### config.mk
export PLATFORM = sky130hd
export DESIGN_NAME = edfts_ctrl
export DESIGN_NICKNAME = d
export VERILOG_FILES = /design/src/rtl/edfts_pkg.sv /design/src/rtl/edfts_ctrl.sv
export SDC_FILE = /design/constraint.sdc
export NUM_CORES = 1
export LEC_CHECK = 0
export BUFFER_PORTS_ARGS = -buffer_cell sky130_fd_sc_hd__clkbuf_2
export CORE_AREA = 10 10 47 49
export CTS_CLUSTER_SIZE = 20
export DETAILED_ROUTE_END_ITERATION = 16
export DIE_AREA = 0 0 57 59
export HOLD_SLACK_MARGIN = 0.03
export PLACE_DENSITY_LB_ADDON = 0.08
export REMOVE_ABC_BUFFERS = 1
export SYNTH_ARGS = -nofsm -noshare
export SYNTH_HDL_FRONTEND = slang
export SYNTH_SLANG_ARGS = --single-unit
### constraint.sdc
create_clock -name clock -period 2.5 [get_ports clock]
set_clock_uncertainty 0.05 [all_clocks]
set_input_delay 0.125 -clock clock [delete_from_list [all_inputs] [get_ports clock]]
set_output_delay 0.125 -clock clock [all_outputs]
set_load 0.01 [all_outputs]
### src/rtl/edfts_pkg.sv
`timescale 1ns / 1ps
// Shared types and constants of the EDF task table scheduler.
// Depends on nothing; used by the controller, the datapath and the top level.
package edfts_pkg;

   localparam int TABLE_DEPTH_DEF = 64;

   localparam logic [7:0]  THRESHOLD_RESET = 8'd80;
   localparam logic [63:0] NO_DEADLINE     = 64'hFFFF_FFFF_FFFF_FFFF;

   // Request kinds.
   localparam logic [1:0] KIND_ADMIT = 2'd0;
   localparam logic [1:0] KIND_PICK  = 2'd1;
   localparam logic [1:0] KIND_BOOST = 2'd2;

   // Result status codes.
   localparam logic [1:0] ST_OK    = 2'd0;
   localparam logic [1:0] ST_BELOW = 2'd1;
   localparam logic [1:0] ST_FULL  = 2'd2;
   localparam logic [1:0] ST_NONE  = 2'd3;

   // Commands from the controller to the datapath.
   typedef struct packed {
      logic load;     // capture the request word and reset the search
      logic scan_en;  // walk the table, one slot per cycle
      logic commit;   // update the table and load the response register
   } edfts_cmd_type;

   // Status from the datapath to the controller.
   typedef struct packed {
      logic scan_done;
   } edfts_stat_type;

endpackage

### src/rtl/edfts_ctrl.sv
`timescale 1ns / 1ps
// Controller of the EDF task table scheduler: request/response handshake and sequencing.
// Depends on edfts_pkg.
module edfts_ctrl (
   input  logic                     clock,
   input  logic                     reset,
   input  logic                     req_valid,
   output logic                     req_ready,
   output logic                     rsp_valid,
   input  logic                     rsp_ready,
   input  edfts_pkg::edfts_stat_type stat,
   output edfts_pkg::edfts_cmd_type  cmd
);

   typedef enum logic [2:0] {
      S_IDLE   = 3'b001,
      S_SCAN   = 3'b010,
      S_COMMIT = 3'b100
   } state_type;

   state_type state_ff, state_in;
   logic      rsp_valid_ff, rsp_valid_in;
   logic      out_free;

   // The response register can take a new word when empty or being drained.
   assign out_free  = !rsp_valid_ff || rsp_ready;
   assign req_ready = (state_ff == S_IDLE);
   assign rsp_valid = rsp_valid_ff;

   always_comb begin
      cmd.load    = (state_ff == S_IDLE) && req_valid;
      cmd.scan_en = (state_ff == S_SCAN);
      cmd.commit  = (state_ff == S_COMMIT) && out_free;
   end

   always_comb begin
      state_in = state_ff;
      case (state_ff)
         S_IDLE: begin
            if (req_valid) state_in = S_SCAN;
         end
         S_SCAN: begin
            if (stat.scan_done) state_in = S_COMMIT;
         end
         S_COMMIT: begin
            if (out_free) state_in = S_IDLE;
         end
         default: state_in = S_IDLE;
      endcase
   end

   always_comb begin
      rsp_valid_in = rsp_valid_ff;
      if (rsp_ready) rsp_valid_in = 1'b0;
      if (cmd.commit) rsp_valid_in = 1'b1;
   end

   always_ff @(posedge clock) begin
      if (reset) begin
         state_ff     <= S_IDLE;
         rsp_valid_ff <= 1'b0;
      end else begin
         state_ff     <= state_in;
         rsp_valid_ff <= rsp_valid_in;
      end
   end

   // A held response is never overwritten by the next commit.
   assert property (@(posedge clock) disable iff (reset)
      rsp_valid_ff && !rsp_ready |-> !cmd.commit)
      else $error("commit while response held");

   // Only the scan state may hand over to the commit state.
   assert property (@(posedge clock) disable iff (reset)
      state_ff == S_COMMIT |-> $past(state_ff) == S_SCAN || $past(state_ff) == S_COMMIT)
      else $error("commit entered without a scan");

   // A request is taken only when no earlier request is in flight, and it starts a scan.
   assert property (@(posedge clock) disable iff (reset)
      cmd.load |=> state_ff == S_SCAN)
      else $error("accepted request did not start a scan");

endmodule

==> impl_results.md <==
* DRC at 0
* Setup crit start kind: register
* Diode count at 0
* Mean area per synthesized cell at ~8.6 sq um
* Core ar. at between 0.001 and 0.0015 sq mm
* Fraction of the mapped netlist area in adder cells at 0%
* Root Driver: clkbuf_4
* # fillers at 173
* Psw at about 0.040 mW
* First-pass GRT wire length at 828 um
* Vias in the first global route at about 210
* Fin. max-slew vios at 0
* Yosys reg bits at 4
* Fmax at 754.9 MHz
* Sink Count at 4
* Compound-Gate Fraction of Synth Area at between 10% and 20%
* Ports at 10
* Post-CTS Hold Fix Bufs at 0
* Util after Layout at 20.80%
* Total Neg Setup Slack at 0 ps
* Sw Ratio at a little under a quarter
* Simple-gate area share of the yosys netlist at about two fifths
* Slew at the pin closest to its max-slew limit at roughly 320 ps
* Final setup violating endpoints at 0
* Drt first pass iters at 4
* Post-synth top area share at about 36%
* Area grow syn2layout at 30.17%
* Crit share post-route at a little over half
* Top cells by area, synth: dfxtp_1 36%, nor3b_4 8.4%, buf_4 6.7%
* CTS tree: done
* Die width at 57 um
* Critical Path RT at approximately 2300 ps
* Logic pwr share at a little over an eighth
* Shortest period the worst path allows at between 1000 and 1500 ps
* Post-Syn Area at 224.0 sq um
* Critical Path Fanout Max at 6
* Clock-pin slew of the registers on the worst-case setup and hold paths at ~40 ps
* LEAKAGE at approximately 0.13 nW
* Mapped Cells at 26
* Clock share of power at 45.6%
* Via count at ~210
* Rows at 14
* Worst setup path class: register to primary output
* Slew headroom at 78.49%
* Port-buffer cells at 9
* Iter 0 DRT Violations at 2
* Post-CTS setup repair buffer count at 0
* Initial core utilization at 15.98%
* Clk buf depth at 2
* Library cells used by synthesis at 17
* Post-CTS sizing at 0
* Final nets at 42
* Gr usage total at under 10%
* Mux share of post-synthesis cell area at 0%
* Leading area contributor after synthesis: dfxtp_1
* Synth Area in XOR/XNOR at 0%
* Worst vdd ir at between 0.0001 and 0.00015 V
* Flop pwr share at roughly two fifths
* Antenna violations before repair at 0
* HP Class: primary input to register
* Vias per std cell at roughly 4.2
* Largest net degree at the start of global routing at 9
* Sequential area share after synthesis at between 30% and 40%
* Clk Latency, worst-skew pair at roughly 230 ps
* PD cells at roughly 590 mW/mm^2
* GR Overflow Total at 0
* Largest family of logic cells by synthesized area: simple AND/OR/NAND/NOR gates
* Share of layout cells above drive strength 1 at approximately two fifths
* GP Congestion at 0.6143
* Worst EP arrival at 1150 ps
* CTS H-tree lvls at 1
* CP Capture Type: primary output
* RSZ-0062 raised after global routing: false
* Internal at around 0.13 mW
* Synth warn at 0
* CTS buffer count at 3
* Total length of routed wires at approximately 510 um
* Power Total at 0.1728 mW
* Die Span Y at 59 um
* Post-DRT Antenna Nets at 0
* Most common cell after layout, fill and taps aside: clkbuf_2
* Fin. Hold Viols at 0
* Status: finished, final reports clean
* Wire per inst at between 10 and 15 um
* Max_cap viols at 0
* Die area at 0.003363 sq mm
* Commonest cells after routing, fill and taps aside: 9 x clkbuf_2, 4 x dfxtp_1, 3 x nor2_1, 3 x clkbuf_4
## power groups by stage
stage | clock network, mW | registers [mW] | logic [mW]
2_1_floorplan | 0 | 0.0712 | 0.0140
3_3_place_gp | 0 | 0.0724 | 0.0239
3_5_place_dp | 0 | 0.0721 | 0.0236
4_1_cts | 0.0840 | 0.0710 | 0.0237
5_1_grt | 0.0860 | 0.0713 | 0.0258
6_report | 0.0788 | 0.0710 | 0.0230
## routing by layer
metal	wire [um]	GRT usage [%]
met5	0	0
met4	8	4.027
met3	42	2.361
met2	249	5.271
met1	214	2.473
## per-stage QoR
| step | cell area [sq um] | setup slack (ps) | cells | hold WS [ps] |
|---|---|---|---|---|
| floorplan | 203.9 | 1435 | 23 | 147.4 |
| global placement | 269.0 | 1388 | 48 | 315.4 |
| detailed placement | 269.0 | 1402 | 48 | 306.8 |
| CTS | 291.5 | 1150 | 51 | 55.72 |
| global route | 291.5 | 1117 | 51 | 84.82 |
| finish | 291.5 | 1175 | 51 | 67.18 |
## layout make-up
| type | count | area (sq um) | share of cell area [%] |
|---|---|---|---|
| Multi-Input combinational cell | 18 | 120.1 | 41.20 |
| Clock buffer | 3 | 22.52 | 7.725 |
| Sequential cell | 4 | 80.08 | 27.47 |
| Inverter | 1 | 3.754 | 1.288 |
| Tap cell | 16 | 20.02 | 6.867 |
| Timing Repair Buffer | 9 | 45.04 | 15.45 |
## cells by family (layout without fill, tap and decap cells)
group           after synthesis  in the layout
flops                         4              4
simple gates                 13             13
compound gates                5              5
buf+inv                       4             13
## worst paths after layout
kind | startpoint | endpoint | slack (ps) | depth (start not counted)
min | reset | rsp_valid$_SDFFE_PP0P_ | 70 | 2
max reg2reg | state_ff[2]$_SDFFE_PP0P_ | state_ff[2]$_SDFFE_PP0P_ | 1430 | 3
max | state_ff[0]$_SDFFE_PP1P_ | cmd[2] | 1180 | 3
min reg2reg | state_ff[0]$_SDFFE_PP1P_ | state_ff[2]$_SDFFE_PP0P_ | 490 | 1
## cell usage after synthesis
library cell  number
nand3_1            1
nor3_1             2
a21o_1             1
inv_1              1
nor2b_1            1
a31oi_1            2
a21oi_1            2
nor3b_2            1
buf_2              1
nor3b_1            1
buf_4              2
nor3b_4            1
nor2_1             3
and2_1             1
nand2_1            1
dfxtp_1            4
and3b_1            1
## sequential cells by signal (all words and copies together) (netlist names)
signal     flops
state_ff       3
rsp_valid      1
## worst max-delay path, stage by stage (launching register included)
cell and delay (ps):
dfxtp_1 420, nor3b_4 240, and2_1 140, clkbuf_2 120
Note: power is estimated with default switching activity, not from simulation.
